===== src/rtl/mfrd_pkg.sv =====
// ----------------------------------------------------------------------------
// mfrd_pkg
// Shared constants, payload types and controller/datapath links for the
// monochrome page framebuffer rectangle draw unit.
// ----------------------------------------------------------------------------
package mfrd_pkg;

   // screen geometry
   localparam int SCREEN_WIDTH  = 128;
   localparam int SCREEN_HEIGHT = 64;
   localparam int PAGE_COUNT    = (SCREEN_HEIGHT + 7) / 8;
   localparam int STORE_SIZE    = SCREEN_WIDTH * PAGE_COUNT;
   localparam int ADDR_W        = $clog2(STORE_SIZE);
   localparam int COORD_MAX     = (SCREEN_WIDTH > SCREEN_HEIGHT) ? SCREEN_WIDTH : SCREEN_HEIGHT;
   localparam int COORD_W       = $clog2(COORD_MAX + 1);
   localparam int PAGE_W        = COORD_W - 3;

   // byte constants
   localparam logic [7:0] FILL_ONES   = 8'hFF;
   localparam logic [2:0] BIT_IDX_MAX = 3'd7;

   // function codes
   localparam logic [1:0] FUNC_RECT = 2'd0;
   localparam logic [1:0] FUNC_FILL = 2'd1;
   localparam logic [1:0] FUNC_READ = 2'd2;

   // rectangle edges in drawing order
   localparam logic [1:0] EDGE_TOP    = 2'd0;
   localparam logic [1:0] EDGE_BOTTOM = 2'd1;
   localparam logic [1:0] EDGE_LEFT   = 2'd2;
   localparam logic [1:0] EDGE_RIGHT  = 2'd3;

   // input beat
   typedef struct packed {
      logic [1:0]         func;
      logic signed [15:0] pos_x;
      logic signed [15:0] pos_y;
      logic [7:0]         rect_width;
      logic [7:0]         rect_height;
      logic               pixel_color;
      logic [9:0]         byte_index;
      logic               clear_after_read;
   } req_type;

   // result beat
   typedef struct packed {
      logic [7:0] read_byte;
      logic       read_valid;
   } rsp_type;

   // controller to datapath
   typedef struct packed {
      logic       load;
      logic       edge_load;
      logic       rmw_issue;
      logic       sweep_write;
      logic       sweep_fill;
      logic       byte_read;
      logic       byte_capture;
      logic       push;
      logic [1:0] edge_sel;
   } dp_cmd_type;

   // datapath to controller
   typedef struct packed {
      logic edge_ok;
      logic cursor_last;
      logic sweep_last;
      logic out_busy;
   } dp_status_type;

endpackage


===== src/rtl/mfrd_ctrl.sv =====
// ----------------------------------------------------------------------------
// mfrd_ctrl
// Sequencer for the draw unit: clearing pass after reset, rectangle edges,
// screen fill, byte readout and result hand-off.
// ----------------------------------------------------------------------------
module mfrd_ctrl (
   input  logic                    clock,
   input  logic                    reset,
   input  logic                    req_valid,
   output logic                    req_stall,
   input  logic [1:0]              req_func,
   input  mfrd_pkg::dp_status_type status,
   output mfrd_pkg::dp_cmd_type    cmd
);
   import mfrd_pkg::*;

   localparam logic [2:0] S_CLEAR = 3'd0;
   localparam logic [2:0] S_IDLE  = 3'd1;
   localparam logic [2:0] S_EDGE  = 3'd2;
   localparam logic [2:0] S_RUN   = 3'd3;
   localparam logic [2:0] S_FILL  = 3'd4;
   localparam logic [2:0] S_READ  = 3'd5;
   localparam logic [2:0] S_CAPT  = 3'd6;
   localparam logic [2:0] S_DONE  = 3'd7;

   logic [2:0] state_ff, state_in;
   logic [1:0] edge_ff, edge_in;

   // next state and commands
   always_comb begin
      state_in = state_ff;
      edge_in  = edge_ff;
      cmd      = '0;
      cmd.edge_sel = edge_ff;
      unique case (state_ff)
         S_CLEAR: begin
            cmd.sweep_write = 1'b1;
            if (status.sweep_last) begin
               state_in = S_IDLE;
            end
         end
         S_IDLE: begin
            if (req_valid) begin
               cmd.load = 1'b1;
               edge_in  = EDGE_TOP;
               unique case (req_func)
                  FUNC_RECT: state_in = S_EDGE;
                  FUNC_FILL: state_in = S_FILL;
                  FUNC_READ: state_in = S_READ;
                  default:   state_in = S_DONE;
               endcase
            end
         end
         S_EDGE: begin
            // also serves as the gap that lets the last pixel write land
            cmd.edge_load = 1'b1;
            if (status.edge_ok) begin
               state_in = S_RUN;
            end else if (edge_ff == EDGE_RIGHT) begin
               state_in = S_DONE;
            end else begin
               edge_in = edge_ff + 2'd1;
            end
         end
         S_RUN: begin
            cmd.rmw_issue = 1'b1;
            if (status.cursor_last) begin
               if (edge_ff == EDGE_RIGHT) begin
                  state_in = S_DONE;
               end else begin
                  edge_in  = edge_ff + 2'd1;
                  state_in = S_EDGE;
               end
            end
         end
         S_FILL: begin
            cmd.sweep_write = 1'b1;
            cmd.sweep_fill  = 1'b1;
            if (status.sweep_last) begin
               state_in = S_DONE;
            end
         end
         S_READ: begin
            cmd.byte_read = 1'b1;
            state_in      = S_CAPT;
         end
         S_CAPT: begin
            cmd.byte_capture = 1'b1;
            state_in         = S_DONE;
         end
         S_DONE: begin
            if (!status.out_busy) begin
               cmd.push = 1'b1;
               state_in = S_IDLE;
            end
         end
         default: state_in = S_IDLE;
      endcase
   end

   // state registers
   always_ff @(posedge clock) begin
      if (reset) begin
         state_ff <= S_CLEAR;
         edge_ff  <= EDGE_TOP;
      end else begin
         state_ff <= state_in;
         edge_ff  <= edge_in;
      end
   end

   assign req_stall = (state_ff != S_IDLE);

endmodule


===== config.mk =====
export PLATFORM = sky130hd
export DESIGN_NAME = mfrd_ctrl
export DESIGN_NICKNAME = d
export VERILOG_FILES = /design/src/rtl/mfrd_pkg.sv /design/src/rtl/mfrd_ctrl.sv
export SDC_FILE = /design/constraint.sdc
export NUM_CORES = 1
export LEC_CHECK = 0
export ABC_AREA = 0
export BUFFER_PORTS_ARGS = -buffer_cell sky130_fd_sc_hd__buf_2
export CAP_MARGIN = 20
export CORE_AREA = 2 2 39 41
export DETAILED_ROUTE_END_ITERATION = 16
export DIE_AREA = 0 0 41 43
export SYNTH_ARGS = -nofsm -noshare
export SYNTH_HDL_FRONTEND = slang
export SYNTH_SLANG_ARGS = --single-unit
export TNS_END_PERCENT = 100

===== constraint.sdc =====
create_clock -name clock -period 1.59 [get_ports clock]
set_input_delay 0.2385 -clock clock [delete_from_list [all_inputs] [get_ports clock]]
set_output_delay 0.2385 -clock clock [all_outputs]
set_load 0.02 [all_outputs]

# Word-level counts from Yosys, hierarchy flattened
# Cells that the tools add are included.
[op_classes]
n_mux = 25
n_addsub = 1
eq_ne = 18
n_reduce_logical = 6
[ops]
columns = ["operator", "n"]
rows = [
  ["two-way mux 3 bit", 8],
  ["one-hot mux 3 bit (8 select lines)", 1],
  ["== test 3 bit, second input constant", 4],
  ["inequality test 2 bit, second input constant", 6],
  ["two-way mux 1 bit", 10],
  ["one-hot mux 3 bit (3 select lines)", 1],
  ["two-way mux 2 bit", 4],
  ["== test 3 x 2 -> 1 bit, second input constant", 2],
  ["one-hot mux 2 bit (3 select lines)", 1],
  ["AND reduction 6 bit", 1],
  ["== test 2 bit, second input constant", 2],
  ["AND reduction 4 bit", 1],
  ["== test 3 x 1 -> 1 bit, second input constant", 1],
  ["logical NOT 3 bit", 1],
  ["inequality test 3 x 1 -> 1 bit, second input constant", 1],
  ["inequality test 3 bit, second input constant", 1],
  ["nonzero test 3 bit", 1],
  ["adder 2 x 1 -> 2 bit, second input constant", 1],
  ["== test 2 x 1 -> 1 bit, second input constant", 1],
  ["logical NOT 2 bit", 1],
  ["OR reduction 2 bit", 1],
]
[totals]
inputBits = 9
register_bits = 5
output_inout_bits = 11

# Longest topological paths before layout
# Gate-level depths: netlist of run 1.
[depth]
word_depth = 4
depth_mapped = 6
ltp_nobuf = 6

# Least setup slack after synthesis of run 1
# Ideal clock, no wire load.
[synth_path]
path_type = "register to register"
start = "reg state_ff[1]"
end = "reg state_ff[1]"
synth_period_minus_slack_ns = 1.684
arrival_ns = 1.568
path_stages_with_launch = 6
t_required_ns = 1.474
n_path_buf = 1
slack_ns = -0.094
path_cell_list = "dfxtp_1 > buf_2 > nand2_1 > nor3b_1 > nor3_1 > a31o_2"
[synth_via]
elab_chain_cells = 3
word_cells_on_any_way = 16
cone_classes = "eq/ne: 13; mux: 1; reduce/logical: 2"
[synth_lines]
columns = ["element", "line", "source"]
rows = [
  ["start: declaration", "mfrd_ctrl.sv:26", "logic [2:0] state_ff, state_in;"],
  ["start signal: assignment", "mfrd_ctrl.sv:107", "state_ff <= state_in;"],
  ["== test 3 x 2 -> 1 bit, or another cell as far along", "mfrd_ctrl.sv:35", "unique case (state_ff)"],
  ["inequality test 3 bit (no source line) or inequality test 2 bit (tied branches)", "--", ""],
  ["AND reduction 6 bit (no source line)", "--", ""],
]
# Parallel ways exist; a longest one is shown, timed or not.
# A chain may end at the register's enable or synchronous reset.

# Final worst setup path of run 1
[layout_path]
start = "reg state_ff[0]"
end = "reg edge_ff[1]"
[layout_via]
elab_chain_cells = 3
word_cells_on_any_way = 9
cone_classes = "eq/ne: 6; mux: 1; reduce/logical: 2"
[layout_lines]
columns = ["element", "line", "source"]
rows = [
  ["== test 3 x 2 -> 1 bit or == test 3 x 1 -> 1 bit (tied branches)", "mfrd_ctrl.sv:35", ""],
  ["inequality test 2 bit (no source line) or nonzero test 3 bit (tied branches)", "--", ""],
  ["AND reduction 4 bit (no source line)", "--", ""],
  ["end signal: assignment", "mfrd_ctrl.sv:108", "edge_ff <= edge_in;"],
  ["end: declaration", "mfrd_ctrl.sv:27", "logic [1:0] edge_ff, edge_in;"],
]
# Parallel ways exist; a longest one is shown, timed or not.

==> results of run 1 <==
## registers in the layout, indices dropped and copies added, names as in the netlist
register	cells
state_ff	3
edge_ff	2
## synthesized netlist by cell type, drive strengths merged, types with 3 or more instances
library cell / instances / share of area, %
nand3: 3 / 3.3
o21ai: 4 / 4.4
ha: 4 / 11
nor2: 7 / 5.8
buf: 3 / 4.4
nand2: 3 / 3.0
inv: 6 / 5.0
dfxtp: 5 / 22
## area by class of cell
cell class | instances | area (sq um)
Fill cell | 146 | 744
Multi-Input combinational cell | 47 | 323
Timing Repair Buffer | 25 | 143
Sequential cell | 5 | 105
Clock buffer | 4 | 26.3
Inverter | 6 | 22.5
Tap cell | 16 | 20.0
## worst paths after layout
path / startpoint / endpoint / slack, ps / cells past startpoint
worst max register to register: state_ff[0]$_SDFFE_PP0P_ / edge_ff[1]$_SDFFE_PP0P_ / 50 / 4
worst min register to register: edge_ff[1]$_SDFFE_PP0P_ / edge_ff[1]$_SDFFE_PP0P_ / 500 / 2
worst max-delay path: state_ff[0]$_SDFFE_PP0P_ / edge_ff[1]$_SDFFE_PP0P_ / 50 / 4
worst min-delay path: reset / state_ff[0]$_SDFFE_PP0P_ / 230 / 2
## through the flow
step | cell area (sq um) | util (%) | hold slack, ps
2_1_floorplan | 458 | - | 308
3_3_place_gp | 598 | 43.2 | 476
3_5_place_dp | 598 | 43.2 | 483
4_1_cts | 628 | 45.4 | 217
5_1_grt | 639 | 46.2 | 237
6_report | 639 | 46.2 | 232
## per-layer routing
| metal | share of wire (%) | up-vias | GRT usage, % | routed length, um |
|---|---|---|---|---|
| li1 | - | 270 | - | - |
| met1 | 45 | 246 | 19.6 | 537 |
| met2 | 44 | 26 | 20.9 | 525 |
| met3 | 8.6 | 2 | 3.14 | 102 |
| met4 | 1.4 | 0 | 10.0 | 17 |
| met5 | 0 | - | 0 | 0 |
## kinds of logic (layout without fill, tap and decap cells)
group | after synthesis | count (layout)
simple gates | 26 | 26
compound gates | 16 | 16
buf+inv | 9 | 35
flops | 5 | 5
fa+ha+maj | 4 | 4
mux | 1 | 1
## timing repair
action | in CTS | in global routing
resized for setup | 2 | 4
endpoints found under the setup margin | 2 | 2
pin swaps | 0 | 1
setup buffers | 0 | 0
## where the power goes
| part | total [W] | internal, W | switching, W |
|---|---|---|---|
| clock network | 0.000156 | 0.0000954 | 0.0000603 |
| registers | 0.000157 | 0.000142 | 0.0000149 |
| logic | 0.000259 | 0.000114 | 0.000144 |
==> impl_results.md, run 1 <==
- Status: finished, final reports clean
- Commonest cells after routing, fill and taps aside: 18 x buf_2, 7 x nor2_1, 7 x buf_4
- Vias in the first global route: ~460
- Final GP Congestion: 0.763
- CTS Buffer Depth: 2
- Cell Rows: 14
- Endpoint arrival time on the critical path: about 1700 ps
- EDFF count, synth: 0
- Num Clock Sinks: 5
- Io pins: 20
- Dpl hpwl: between 900 and 1000 um
- DR vias: between 500 and 600
- Place WS: between 60 and 70 ps
- Syn Inst Count: roughly 60
- Die area: 1760 sq um
- Hold Crit Class: input port to flop
- Initial Util: between 30 and 40%
- Peak supply drop: 0.353 mV
- Adder-cell area share of the yosys netlist: roughly 11%
- CP startpoint kind: flop
- Fin cells: 103
- CP endpoint kind: flop
- Unrepaired setup endpoints after global routing: no
- Final hold violation count: 0
- Worst slew margin: around 80%
- Post-Place Cells: 99
- Critical path peak fanout: 7
- Initial antenna violation count: 0
- Leak Pwr: approximately 0.31 nW
- Synth Area in Compound Gates: around a quarter
- CTS clk-pin slew, worst paths: approximately 50 ps
- Final WL: ~1200 um
- #FFs+latches synth: 5
- Ant. Diodes: 0
- Power Dens Cells: 894 nW/um^2
- Fin crit period: ~1500 ps
- IO buf count: 19
- Crit path max-delay family: simple AND/OR/NAND/NOR gates
- Chip height: 43 um
- Worst setup margin: between 40 and 50 ps
- Power Total: about 0.00057 W
- Largest family of logic cells by synthesized area: simple AND/OR/NAND/NOR gates
- Worst slew pin tran: approximately 320 ps
- Sequential-to-total area share from yosys stat: between 20 and 25%
- Commonest non-fill, non-tap cell in the layout: buf_2
- F_max: ~650 MHz
- Synth Cell Area: roughly 450 sq um
- 1st-pass router iterations: 4
- Area Growth Syn to Fin: 41.2%
- Slowest Stage Delay on Critical Path: 400 ps
- Synth unique cells: 31
- Mean routed wirelength per cell: ~11 um
- # setup viols final: 0
- Gr usage total: roughly 15%
- Inserted Clock Buffers: 3
- ANT nets after route: 0
- Cell Chain, Critical Path: or2_1 > a211o_1 > or4_1 > a21oi_1
- Die Wd: approximately 41 um
- Detail-routed via count per cell: around 5.3
- Worst skew pair latency: between 200 and 300 ps
- Grt total ovfl: 0
- Ratio of cells with drive above 1 in the final layout: between 40% and 50%
- Final period utilization: a little under 100%
- Commonest register cell after synthesis: dfxtp_1
- Post-synthesis mux area share: approximately 2.5%
- Slowest cell on the critical path: or4_1
- Syn nets: between 70 and 80
- Worst Path Buf+Inv: 0
- Hold_buf cts: 0
- Largest net degree at the start of global routing: 16
- Async SR Flop Fraction: 0%
- Final Max Slew Viols: 0
- Global-route wire length before repair: between 1500 and 2000 um
- Synth Area in Simple Gates: 30.4%
- DR iter-0 viols: 17
- Final net count: between 100 and 150
- TNS Setup: 0 ps
- Setup CP Type: flop to flop
- Clk root buf: clkbuf_4
- Mean Syn Cell Area: ~7.4 sq um
- CTS tree: done
- Core area: ~1400 sq um
- Synthesis Warnings: 0
- Worst Skew: 6.00 ps
- Max cap viols: 0
- Synth Area in XOR/XNOR: 0%
- Number of H-tree levels: 1
- DRC: 0
- Worst path required time: between 1500 and 2000 ps
Note: power is estimated with default switching activity, not from simulation.
==> inputs of run 2 (changes only) <==
--- a/config.mk
+++ b/config.mk
@@ -11,6 +11,8 @@
 export CORE_AREA = 2 2 39 41
 export DETAILED_ROUTE_END_ITERATION = 16
 export DIE_AREA = 0 0 41 43
+export GPL_TIMING_DRIVEN = 0
+export PLACE_DENSITY_LB_ADDON = 0.15
 export SYNTH_ARGS = -nofsm -noshare
 export SYNTH_HDL_FRONTEND = slang
 export SYNTH_SLANG_ARGS = --single-unit
==> impl_results.md, run 2 (same netlist as run 1, synthesis figures left out) <==
- Status: finished, final reports clean
- Unrepaired setup endpoints after global routing: no
- Num Clock Sinks: 5 (unchanged)
- Fin crit period: 1500 ps (-40.0 ps)
- Die area: 1760 sq um (unchanged)
- Dpl hpwl: 866 um (-5.6%)
- CTS tree: done
- Clk root buf: clkbuf_4
- Worst slew pin tran: 317 ps (+0.424 ps)
- Ant. Diodes: 0 (unchanged)
- Gr usage total: 15.0% (unchanged)
- Worst skew pair latency: 240 ps (about the same)
- 1st-pass router iterations: 4 (unchanged)
- Commonest non-fill, non-tap cell in the layout: buf_2
- Vias in the first global route: 387 (-16%)
- Final GP Congestion: 0.776 (+1.8%)
- Endpoint arrival time on the critical path: 1260 ps (-460 ps)
- Initial antenna violation count: 0 (unchanged)
- DR vias: 514 (-5.5%)
- # setup viols final: 0 (unchanged)
- Leak Pwr: 0.300 nW (-3.9%)
- Setup CP Type: flop to primary output
- Core area: 1380 sq um (unchanged)
- Detail-routed via count per cell: 5.09 (-3.6%)
- Largest registers: state_ff: 3 flops, edge_ff: 2 flops
- Ratio of cells with drive above 1 in the final layout: 40.0% (-1.4 points)
- Max cap viols: 0 (unchanged)
- Largest net degree at the start of global routing: 11 (-5)
- Cell Rows: 14 (unchanged)
- TNS Setup: 0 ps (unchanged)
- CTS clk-pin slew, worst paths: 50 ps (about the same)
- Area of the multi-input gates: 325 sq um (+0.78%)
- CTS Buffer Depth: 2 (unchanged)
- Area Growth Syn to Fin: 39.8%
- IO buf count: 19 (unchanged)
- Initial Util: 32.7% (unchanged)
- Die Wd: 41 um (unchanged)
- Worst slew margin: 78.8% (about the same)
- Final hold violation count: 0 (unchanged)
- Io pins: 20 (unchanged)
- CP endpoint kind: primary output
- Final WL: 1130 um (-4.2%)
- Chip height: 43 um (unchanged)
- FILL cells: 154 (+5.5%)
- Hold Crit Class: input port to flop
- F_max: 666 MHz (+2.7%)
- Final net count: 99 (-2.0%)
- Peak supply drop: 0.474 mV (+34%)
- Power Dens Cells: 879 nW/um^2 (-1.7%)
- ANT nets after route: 0 (unchanged)
- Hold_ws: 235 ps (+2.44 ps)
- DR iter-0 viols: 17 (unchanged)
- Max FFs per register: 3 (unchanged)
- Commonest cells after routing, fill and taps aside: 17 x buf_2, 7 x nor2_1, 6 x inv_1
- Final Max Slew Viols: 0 (unchanged)
- CP startpoint kind: flop
- Critical path peak fanout: 10 (+3)
- DRC: 0 (unchanged)
- Worst path required time: 1350 ps (-420 ps)
- Inserted Clock Buffers: 3 (unchanged)
- FF+latch area: 101 sq um (-3.6%)
- Hold_buf cts: 0 (unchanged)
- Largest register by flop count: state_ff
- Grt total ovfl: 0 (unchanged)
- Worst Skew: 1.71 ps (-4.30 ps)
- Mean routed wirelength per cell: 11.2 um (-2.3%)
- Number of H-tree levels: 1 (unchanged)
- Global-route wire length before repair: 1750 um (-3.4%)
- Final period utilization: 94.4% (-2.5 points)
==> run 2: critical path, stage by stage (launching register included) <==
cell      delay (ps)
dfxtp_1          410
clkbuf_4         220
nand3b_1         180
inv_1             50
buf_4            150
==> run 2: metrics by stage <==
| step | utilization, % | cell area, sq um | setup slack (ps) | power [W] | cells |
|---|---|---|---|---|---|
| 6_report | 45.8 | 633 | 89.0 | 0.000556 | 101 |
| 5_1_grt | 45.8 | 633 | 0.208 | 0.000613 | 101 |
| 4_1_cts | 43.9 | 607 | 33.6 | 0.000552 | 100 |
| 3_5_place_dp | 41.4 | 573 | 59.8 | 0.000389 | 96 |
| 3_3_place_gp | 41.4 | 573 | 57.6 | 0.000390 | 96 |
| 2_1_floorplan | - | 458 | 69.1 | 0.000319 | 61 |
==> run 2: what timing repair did <==
item | 4_1_cts | 5_1_grt
endpoints found under the hold margin | 0 | 0
resized for setup | 4 | 6
setup endpoints to repair | 2 | 4
setup buffers | 0 | 1
pin swaps | 0 | 2
==> run 2: path summary, 6_finish.rpt <==
kind	slack (ps)	depth (start not counted)	start	end
worst max-delay path	90	4	state_ff[2]$_SDFFE_PP0P_	cmd[9]
worst min-delay path	230	2	reset	edge_ff[1]$_SDFFE_PP0P_
worst max register to register	120	4	state_ff[1]$_SDFFE_PP0P_	state_ff[1]$_SDFFE_PP0P_
worst min register to register	480	2	edge_ff[1]$_SDFFE_PP0P_	edge_ff[1]$_SDFFE_PP0P_
==> run 2: final cells by class <==
type / instances / area share [%]
Tap cell: 16 / 3.16
Buffer: 3 / 4.74
Inverter: 6 / 3.56
Sequential cell: 5 / 16.0
Multi-Input combinational cell: 47 / 51.4
Clock buffer: 4 / 4.15
Timing Repair Buffer: 20 / 17.0
==> run 2: power by group <==
part	internal, W	leakage, nW	switching (W)
sequential	0.000141	0.0413	0.0000187
combinational	0.000107	0.244	0.000138
clock	0.0000952	0.0150	0.0000568
==> run 2: per-layer routing <==
| layer | global-route usage [%] | routed length (um) | vias up |
|---|---|---|---|
| li1 | - | - | 263 |
| met1 | 20.9 | 524 | 236 |
| met2 | 19.7 | 540 | 15 |
| met3 | 9.42 | 67 | 0 |
| met4 | 2.00 | 0 | 0 |
| met5 | 0 | 0 | - |
